--- config.mk ---
export PLATFORM = sky130hd
export DESIGN_NAME = two_queues_shared_array
export DESIGN_NICKNAME = d
export VERILOG_FILES = /design/src/rtl/tqsa_pkg.sv /design/src/rtl/tqsa_ram.sv /design/src/rtl/tqsa_ctrl.sv /design/src/rtl/tqsa_dp.sv /design/src/rtl/two_queues_shared_array.sv
export VERILOG_INCLUDE_DIRS = /design/src /design/src/rtl
export SDC_FILE = /design/constraint.sdc
export NUM_CORES = 2
export LEC_CHECK = 0
export BUFFER_PORTS_ARGS = -buffer_cell sky130_fd_sc_hd__buf_2
export CELL_PAD_IN_SITES_DETAIL_PLACEMENT = 1
export CELL_PAD_IN_SITES_GLOBAL_PLACEMENT = 2
export CORE_ASPECT_RATIO = 1.25
export CORE_MARGIN = 2
export CORE_UTILIZATION = 48
export DETAILED_ROUTE_END_ITERATION = 10
export MAX_ROUTING_LAYER = met4
export PLACE_DENSITY_LB_ADDON = 0.1
export SYNTH_ARGS = -nofsm -noshare
export SYNTH_HDL_FRONTEND = slang
export SYNTH_SLANG_ARGS = --single-unit
--- constraint.sdc ---
create_clock -name clock -period 5.9 [get_ports clock]
set_input_delay 0.295 -clock clock [delete_from_list [all_inputs] [get_ports clock]]
set_output_delay 0.295 -clock clock [all_outputs]
set_load 0.05 [all_outputs]
--- src/rtl/two_queues_shared_array_macros.svh ---
// Assertion macros shared by the two-queue RTL.
`ifndef TWO_QUEUES_SHARED_ARRAY_MACROS_SVH
`define TWO_QUEUES_SHARED_ARRAY_MACROS_SVH

// Same-cycle implication, checked on every rising clock edge out of reset.
`define TQSA_ASSERT_NOW(lbl, ante, cons, msg) \
   lbl: assert property (@(posedge clock) disable iff (reset) (ante) |-> (cons)) \
      else $error(msg);

// Next-cycle implication.
`define TQSA_ASSERT_NEXT(lbl, ante, cons, msg) \
   lbl: assert property (@(posedge clock) disable iff (reset) (ante) |=> (cons)) \
      else $error(msg);

`endif

--- src/rtl/tqsa_pkg.sv ---
// Shared constants, codes and control/status types of the two-queue block.
`timescale 1ns / 1ps

package tqsa_pkg;

   localparam int DEPTH_DEF = 64;
   localparam int DATA_W    = 32;

   // request codes
   localparam logic [1:0] CMD_PUSH = 2'd0;
   localparam logic [1:0] CMD_POP  = 2'd1;
   localparam logic [1:0] CMD_SHOW = 2'd2;

   // response status codes
   localparam logic [1:0] ST_OK    = 2'd0;
   localparam logic [1:0] ST_FULL  = 2'd1;
   localparam logic [1:0] ST_EMPTY = 2'd2;

   // controller -> datapath
   typedef struct packed {
      logic       latch;      // capture request beat
      logic       push_wr;    // write store, move write end
      logic       pop_rd;     // read oldest word, move read end
      logic       walk_load;  // point walker at oldest word
      logic       walk_rd;    // read at walker, step it
      logic       emit;       // load a response beat
      logic       emit_last;
      logic       emit_ram;   // response data comes from the store
      logic [1:0] emit_status;
   } ctl_type;

   // datapath -> controller
   typedef struct packed {
      logic [1:0] op;
      logic       full;
      logic       empty;
      logic       walk_end;
   } stat_type;

endpackage

--- src/rtl/tqsa_ram.sv ---
// Generic single-port RAM with registered read data.
`timescale 1ns / 1ps

module tqsa_ram #(
   parameter int WIDTH = 32,
   parameter int DEPTH = 64
) (
   input  logic                     clock,
   input  logic                     wr_en,
   input  logic [$clog2(DEPTH)-1:0] addr,
   input  logic [WIDTH-1:0]         wr_data,
   output logic [WIDTH-1:0]         rd_data
);

   logic [WIDTH-1:0] mem [DEPTH];
   logic [WIDTH-1:0] rd_data_ff;

   always_ff @(posedge clock) begin
      if (wr_en) begin
         mem[addr] <= wr_data;
      end
      rd_data_ff <= mem[addr];
   end

   assign rd_data = rd_data_ff;

endmodule

--- src/rtl/tqsa_ctrl.sv ---
// Sequencer for the two-queue block: decodes the captured request and steps the walk.
`timescale 1ns / 1ps

module tqsa_ctrl (
   input  logic               clock,
   input  logic               reset,
   input  logic               start,
   output logic               busy,
   input  tqsa_pkg::stat_type stat_i,
   output tqsa_pkg::ctl_type  ctl_o
);

   typedef enum logic [1:0] {
      S_IDLE,
      S_EXEC,
      S_WALK
   } state_type;

   state_type state_ff;
   state_type state_in;

   always_comb begin
      state_in = state_ff;
      ctl_o    = '0;
      unique case (state_ff)
         S_IDLE: begin
            if (start) begin
               ctl_o.latch = 1'b1;
               state_in    = S_EXEC;
            end
         end
         S_EXEC: begin
            state_in = S_IDLE;
            unique case (stat_i.op)
               tqsa_pkg::CMD_PUSH: begin
                  ctl_o.emit        = 1'b1;
                  ctl_o.emit_last   = 1'b1;
                  ctl_o.push_wr     = !stat_i.full;
                  ctl_o.emit_status = stat_i.full ? tqsa_pkg::ST_FULL : tqsa_pkg::ST_OK;
               end
               tqsa_pkg::CMD_POP: begin
                  ctl_o.emit        = 1'b1;
                  ctl_o.emit_last   = 1'b1;
                  ctl_o.pop_rd      = !stat_i.empty;
                  ctl_o.emit_ram    = !stat_i.empty;
                  ctl_o.emit_status = stat_i.empty ? tqsa_pkg::ST_EMPTY : tqsa_pkg::ST_OK;
               end
               tqsa_pkg::CMD_SHOW: begin
                  if (stat_i.empty) begin
                     ctl_o.emit        = 1'b1;
                     ctl_o.emit_last   = 1'b1;
                     ctl_o.emit_status = tqsa_pkg::ST_EMPTY;
                  end else begin
                     ctl_o.walk_load = 1'b1;
                     state_in        = S_WALK;
                  end
               end
               default: begin
                  // unused code: dropped without a response
               end
            endcase
         end
         S_WALK: begin
            ctl_o.walk_rd     = 1'b1;
            ctl_o.emit        = 1'b1;
            ctl_o.emit_ram    = 1'b1;
            ctl_o.emit_status = tqsa_pkg::ST_OK;
            ctl_o.emit_last   = stat_i.walk_end;
            if (stat_i.walk_end) begin
               state_in = S_IDLE;
            end
         end
         default: begin
            state_in = S_IDLE;
         end
      endcase
   end

   always_ff @(posedge clock) begin
      if (reset) begin
         state_ff <= S_IDLE;
      end else begin
         state_ff <= state_in;
      end
   end

   assign busy = (state_ff != S_IDLE);

endmodule

--- src/rtl/tqsa_dp.sv ---
// Datapath: queue end pointers, shared store, walk pointer and response registers.
`timescale 1ns / 1ps
`include "two_queues_shared_array_macros.svh"

module tqsa_dp #(
   parameter int DEPTH = tqsa_pkg::DEPTH_DEF
) (
   input  logic                              clock,
   input  logic                              reset,
   input  tqsa_pkg::ctl_type                 ctl_i,
   output tqsa_pkg::stat_type                stat_o,
   input  logic [1:0]                        req_cmd,
   input  logic                              req_queue_sel,
   input  logic signed [tqsa_pkg::DATA_W-1:0] req_value,
   output logic                              rsp_valid,
   output logic [1:0]                        rsp_status,
   output logic signed [tqsa_pkg::DATA_W-1:0] rsp_data,
   output logic                              rsp_last
);

   localparam int IW = $clog2(DEPTH + 1);
   localparam int AW = $clog2(DEPTH);

   // queue 0 grows up from slot 0, queue 1 grows down from the top
   logic [IW-1:0] lw_ff, lw_in, lr_ff, lr_in, hw_ff, hw_in, hr_ff, hr_in;
   logic [AW-1:0] ptr_ff, ptr_in;
   logic [1:0]    op_ff, op_in;
   logic          sel_ff, sel_in;
   logic [tqsa_pkg::DATA_W-1:0] val_ff, val_in;

   logic          rsp_valid_ff, rsp_valid_in;
   logic [1:0]    rsp_status_ff, rsp_status_in;
   logic          rsp_last_ff, rsp_last_in;
   logic          rsp_ram_ff, rsp_ram_in;

   logic [IW-1:0] hw_m1, hr_m1;
   logic [AW-1:0] ram_addr;
   logic [tqsa_pkg::DATA_W-1:0] ram_rdata;

   assign hw_m1 = hw_ff - 1'b1;
   assign hr_m1 = hr_ff - 1'b1;

   assign stat_o.op       = op_ff;
   assign stat_o.full     = (lw_ff >= hw_ff);
   assign stat_o.empty    = sel_ff ? (hr_ff <= hw_ff) : (lr_ff >= lw_ff);
   assign stat_o.walk_end = sel_ff ? (IW'(ptr_ff) == hw_ff)
                                   : ((IW'(ptr_ff) + 1'b1) == lw_ff);

   always_comb begin
      if (ctl_i.push_wr) begin
         ram_addr = sel_ff ? hw_m1[AW-1:0] : lw_ff[AW-1:0];
      end else if (ctl_i.pop_rd) begin
         ram_addr = sel_ff ? hr_m1[AW-1:0] : lr_ff[AW-1:0];
      end else begin
         ram_addr = ptr_ff;
      end
   end

   tqsa_ram #(
      .WIDTH (tqsa_pkg::DATA_W),
      .DEPTH (DEPTH)
   ) u_ram (
      .clock   (clock),
      .wr_en   (ctl_i.push_wr),
      .addr    (ram_addr),
      .wr_data (val_ff),
      .rd_data (ram_rdata)
   );

   always_comb begin
      lw_in  = lw_ff;
      lr_in  = lr_ff;
      hw_in  = hw_ff;
      hr_in  = hr_ff;
      ptr_in = ptr_ff;
      op_in  = op_ff;
      sel_in = sel_ff;
      val_in = val_ff;
      if (ctl_i.latch) begin
         op_in  = req_cmd;
         sel_in = req_queue_sel;
         val_in = req_value;
      end
      if (ctl_i.push_wr) begin
         if (sel_ff) begin
            hw_in = hw_m1;
         end else begin
            lw_in = lw_ff + 1'b1;
         end
      end
      if (ctl_i.pop_rd) begin
         if (sel_ff) begin
            hr_in = hr_m1;
         end else begin
            lr_in = lr_ff + 1'b1;
         end
      end
      if (ctl_i.walk_load) begin
         ptr_in = sel_ff ? hr_m1[AW-1:0] : lr_ff[AW-1:0];
      end
      if (ctl_i.walk_rd) begin
         // wraps harmlessly after the final beat
         ptr_in = sel_ff ? (ptr_ff - 1'b1) : (ptr_ff + 1'b1);
      end
      rsp_valid_in  = ctl_i.emit;
      rsp_status_in = ctl_i.emit_status;
      rsp_last_in   = ctl_i.emit_last;
      rsp_ram_in    = ctl_i.emit_ram;
   end

   always_ff @(posedge clock) begin
      if (reset) begin
         lw_ff        <= '0;
         lr_ff        <= '0;
         hw_ff        <= IW'(DEPTH);
         hr_ff        <= IW'(DEPTH);
         rsp_valid_ff <= 1'b0;
      end else begin
         lw_ff        <= lw_in;
         lr_ff        <= lr_in;
         hw_ff        <= hw_in;
         hr_ff        <= hr_in;
         rsp_valid_ff <= rsp_valid_in;
      end
      ptr_ff        <= ptr_in;
      op_ff         <= op_in;
      sel_ff        <= sel_in;
      val_ff        <= val_in;
      rsp_status_ff <= rsp_status_in;
      rsp_last_ff   <= rsp_last_in;
      rsp_ram_ff    <= rsp_ram_in;
   end

   assign rsp_valid  = rsp_valid_ff;
   assign rsp_status = rsp_status_ff;
   assign rsp_last   = rsp_last_ff;
   // store read data is already registered; only a zero mux follows it
   assign rsp_data   = rsp_ram_ff ? ram_rdata : '0;

   `TQSA_ASSERT_NOW(a_ends_ordered, 1'b1,
      (lr_ff <= lw_ff) && (lw_ff <= hw_ff) && (hw_ff <= hr_ff) && (hr_ff <= IW'(DEPTH)),
      "queue pointers out of order")
   `TQSA_ASSERT_NOW(a_no_write_when_full, ctl_i.push_wr, lw_ff < hw_ff,
      "store written with queues full")
   `TQSA_ASSERT_NEXT(a_read_beat_follows, ctl_i.pop_rd || ctl_i.walk_rd,
      rsp_valid_ff && rsp_ram_ff && (rsp_status_ff == tqsa_pkg::ST_OK),
      "store read without a data beat")
   `TQSA_ASSERT_NOW(a_walk_in_range, ctl_i.walk_rd,
      sel_ff ? ((IW'(ptr_ff) >= hw_ff) && (IW'(ptr_ff) < hr_ff))
             : ((IW'(ptr_ff) >= lr_ff) && (IW'(ptr_ff) < lw_ff)),
      "walk pointer outside held words")

endmodule

--- src/rtl/two_queues_shared_array.sv ---
// Push, pop and empty show: a busy execute state, then one response beat.
// Show of N words: a busy execute state, then a busy walk of N store reads, one beat per cycle,
//   each beat in the cycle after its store read.
// A new request may be taken in the cycle that carries the final response beat.
// Synchronous active-high reset empties both queues; store contents are not cleared.
// Responses cannot be stalled: each beat is valid for exactly one cycle.
`timescale 1ns / 1ps

module two_queues_shared_array #(
   parameter int DEPTH = tqsa_pkg::DEPTH_DEF
) (
   input  logic                               clock,
   input  logic                               reset,
   input  logic                               start,
   output logic                               busy,
   input  logic [1:0]                         req_cmd,
   input  logic                               req_queue_sel,
   input  logic signed [tqsa_pkg::DATA_W-1:0] req_value,
   output logic                               rsp_valid,
   output logic [1:0]                         rsp_status,
   output logic signed [tqsa_pkg::DATA_W-1:0] rsp_data,
   output logic                               rsp_last
);

   tqsa_pkg::ctl_type  ctl;
   tqsa_pkg::stat_type stat;

   tqsa_ctrl u_ctrl (
      .clock  (clock),
      .reset  (reset),
      .start  (start),
      .busy   (busy),
      .stat_i (stat),
      .ctl_o  (ctl)
   );

   tqsa_dp #(
      .DEPTH (DEPTH)
   ) u_dp (
      .clock         (clock),
      .reset         (reset),
      .ctl_i         (ctl),
      .stat_o        (stat),
      .req_cmd       (req_cmd),
      .req_queue_sel (req_queue_sel),
      .req_value     (req_value),
      .rsp_valid     (rsp_valid),
      .rsp_status    (rsp_status),
      .rsp_data      (rsp_data),
      .rsp_last      (rsp_last)
   );

endmodule
==> flow_summary.toml <==
[run_status]
outcome = "finished, final reports clean"

[timing]
tightestPinTransition_ns = 1.26
fin_worst_hold_slack_ns = 0.145
grt_setup_unrepaired = "no"
final_period_minus_worst_setup_slack_ns = 5.58
final.period_utilization_pct = 94.6
setup-violations-final = 0
finClkSkew_ns = 0.0354
report.final.hold_viol_count = 0
totalNegativeSetupSlack_ns = 0
max-slew-margin-rel_pct = 15.6
clock.fmax_mhz = 179
fin_ws_ns = 0.318
slew_violations = 0

[die]
placement_rows = 171
initial_core_util_pct = 48.3
top_level_ports = 75
design.die.area_um2 = 178000
core_area_um2 = 174000
die_w_um = 378
die_y_um = 471

[synth]
syn_area_per_cell_um2 = 17.2
synthesis.area_um2 = 83900
synth_top_flop_cell = "sky130_fd_sc_hd__edfxtp_1"
synth_area_leader_cell = "sky130_fd_sc_hd__edfxtp_1"
synth_seq_area_share_pct = 76.4
yosys_warnings = 0
synth-seq-cells = 2156
synth_enable_flop_cells = 2089
synthDominantCellAreaShare_pct = 74.8
netlist_top_cells_area = "sky130_fd_sc_hd__edfxtp_1, sky130_fd_sc_hd__mux4_2, sky130_fd_sc_hd__nand2_1"
synthesis.instances = 4877
synth-async-reset-ratio_pct = 0
synth.distinct_cells = 68
mappedNetlistNets = 4953

[clock_tree]
cts_buffers = 207
hold_buffers = 37
worstSkewPairLatency_ns = 0.86
clock-sinks = 2156
cts.path.max_buffers = 3
buffers_inserted_during_post_cts_setup_optimization = 0
cts_root_buf = "sky130_fd_sc_hd__clkbuf_16"
h_tree_levels = 4
number_of_gates_resized_after_cts = 0
tritoncts = "yes"
clock_transition_at_the_registers_of_the_reported_paths_ns = 0.07

[worst_setup_path]
critPathMaxFanout = 60
most_repeated_library_cell_on_the_critical_path = "sky130_fd_sc_hd__a31oi_1"
worstRegToRegCells = 13
required_time_of_the_critical_path_ns = 6.60
worstSetupEndpointType = "flip-flop"
worst_setup_sp_type = "flip-flop"
cp_slowest_cell = "sky130_fd_sc_hd__o21ai_0"
critPathKind = "reg -> reg"
worst_ep_arrival_time_ns = 6.28
critical_path.cell_chain = "inv_1, ha_1, a21o_1, a31oi_1, o21ai_1, o21a_1, a31oi_1, and2_4, buf_12, a311oi_1, o21ai_0, nand4_1, or4_1"
max_stage_delay_ns = 0.91

[global_routing]
first_global_vias = 48300
groute.usage.overall_pct = 28.7
grt_antenna_before_repair = 5
grt_overflow = 0
grt_max_degree = 105
grt_pass1_wl_mm = 354

[cells_and_area]
syn_to_final_growth_pct = 15.0
layout_commonest_cell = "sky130_fd_sc_hd__edfxtp_1"
final_layout_size_suffix_gt1_share_pct = 18.4
most-common-layout-cells = "sky130_fd_sc_hd__edfxtp_1, sky130_fd_sc_hd__nand2_1, sky130_fd_sc_hd__mux4_2, sky130_fd_sc_hd__clkbuf_16, sky130_fd_sc_hd__nand3_1"
nFillCells = 15700
post_layout_nonfiller_instances = 7662
layout_net_count = 5222

[routing]
first_pass_iters = 5
drt-initial-drc-count = 5075
postRouteWirelength_mm = 247
avgViaCountPerCell = 6.19
count_of_vias_placed_by_the_detailed_router = 47400
detail_route.wl_per_cell_um = 32.2
detail-route-antenna-nets = 0
drt_drc_violations_left = 0

[place]
hpwl_mm = 152
portBuffers = 74
placedCellCount = 7235
dp_slack_ns = 0.494
place.gp.congestion = 0.857

[hold_path]
timing.hold.worst_path_depth = 2
worst_hold_path_type = "in -> reg"

[flow_run]
max_cap_violations = 0

[power]
power_leakage_nw = 31.1
power-per-cell-area_nw_per_um2 = 331
peakVddDrop_mv = 0.268
-- state kept, by name (all words and copies together), names as in the netlist --
| signal | cells |
|---|---|
| u_ctrl.state_ff | 2 |
| u_dp.hr_ff | 7 |
| u_dp.hw_ff | 7 |
| u_dp.lr_ff | 7 |
| u_dp.lw_ff | 7 |
| u_dp.op_ff | 2 |
| u_dp.ptr_ff | 6 |
| u_dp.rsp_last | 1 |
| u_dp.rsp_ram_ff | 1 |
| u_dp.rsp_status | 2 |
| u_dp.rsp_valid | 1 |
| u_dp.sel_ff | 1 |
| u_dp.u_ram.mem | 2048 |
| u_dp.u_ram.rd_data | 32 |
| u_dp.val_ff | 32 |
-- report_power, final --
part	internal (mW)	switching (mW)	total, mW
sequential	16.9	0.0666	17.0
combinational	0.441	1.06	1.50
clock	7.57	5.83	13.4
-- synth_stat cells, types with 5 or more instances --
cell type,instances
sky130_fd_sc_hd__buf_1,49
sky130_fd_sc_hd__edfxtp_1,2089
sky130_fd_sc_hd__clkbuf_1,148
sky130_fd_sc_hd__nor2_1,139
sky130_fd_sc_hd__a21oi_1,189
sky130_fd_sc_hd__nand2b_1,5
sky130_fd_sc_hd__a211o_1,5
sky130_fd_sc_hd__and2_1,35
sky130_fd_sc_hd__and3_1,53
sky130_fd_sc_hd__a21o_1,8
sky130_fd_sc_hd__xnor2_1,30
sky130_fd_sc_hd__nand3_1,204
sky130_fd_sc_hd__dfxtp_1,67
sky130_fd_sc_hd__nand2_1,716
sky130_fd_sc_hd__a22oi_1,152
sky130_fd_sc_hd__a32oi_1,105
sky130_fd_sc_hd__mux2i_1,56
sky130_fd_sc_hd__buf_4,6
sky130_fd_sc_hd__nand4_1,75
sky130_fd_sc_hd__mux4_2,286
sky130_fd_sc_hd__a31oi_1,42
sky130_fd_sc_hd__or4_1,26
sky130_fd_sc_hd__o211ai_1,73
sky130_fd_sc_hd__inv_1,26
sky130_fd_sc_hd__buf_2,82
sky130_fd_sc_hd__ha_1,37
sky130_fd_sc_hd__xor2_1,15
sky130_fd_sc_hd__nor3_1,17
sky130_fd_sc_hd__buf_6,6
sky130_fd_sc_hd__a311oi_1,29
sky130_fd_sc_hd__a211oi_1,9
sky130_fd_sc_hd__a221oi_1,10
sky130_fd_sc_hd__or3_1,12
sky130_fd_sc_hd__o21ai_0,21
-- metal layers --
metal  GRT usage, %  share of wire, %
met1           39.7                42
met2           43.4                47
met3           6.49               8.4
met4           7.36               2.4
met5              -                 0
-- through the flow --
step	cell area (µm²)	utilization [%]	total power, mW
finish	96400	55.5	31.9
global route	96400	55.5	32.7
CTS	96400	55.5	32.0
detailed placement	89200	51.4	18.8
global placement	89200	51.4	18.7
floorplan	83900	-	18.1
-- layout make-up --
type                       instances  area, µm²  area share (%)
inverter                          27        101           0.105
multi-input combinational       2403      19000            19.7
antenna                            1       2.50         0.00260
clock buffer                     271       5480            5.69
sequential                      2156      64100            66.5
tap                             2335       2920            3.03
timing repair buffer             351       3480            3.61
clock inverter                   118       1320            1.37
-- path summary, 6_finish.rpt --
path / from / to / slack (ns)
max: u_dp.lw_ff[2]$_SDFFE_PP0P_ / u_dp.u_ram.rd_data[1]$_DFF_P_ / 0.32
min reg2reg: u_dp.lr_ff[6]$_SDFFE_PP0P_ / u_dp.lr_ff[6]$_SDFFE_PP0P_ / 0.50
max reg2reg: u_dp.lw_ff[2]$_SDFFE_PP0P_ / u_dp.u_ram.rd_data[1]$_DFF_P_ / 0.32
min: req_value[10] / u_dp.val_ff[10]$_DFFE_PP_ / 0.14
-- critical path: cells and delay by family (launching register included) --
kind | cells | cell delay [ns]
buf+inv | 2 | 0.52
compound gates | 7 | 2.69
fa+ha+maj | 1 | 0.32
simple gates | 3 | 1.42
flops | 1 | 0.47
-- cells by family after synthesis --
family	count (synthesis)	synth area share, %
flip-flops	2156	76.4
AND/OR/NAND/NOR	1303	6.92
AO/OA/AOI/OAI	674	5.63
multiplexers	343	8.36
buffers and inverters	318	1.63
XOR/XNOR	45	0.470
adder cells (fa/ha/maj)	38	0.576
(Power assumes the default switching activity.)
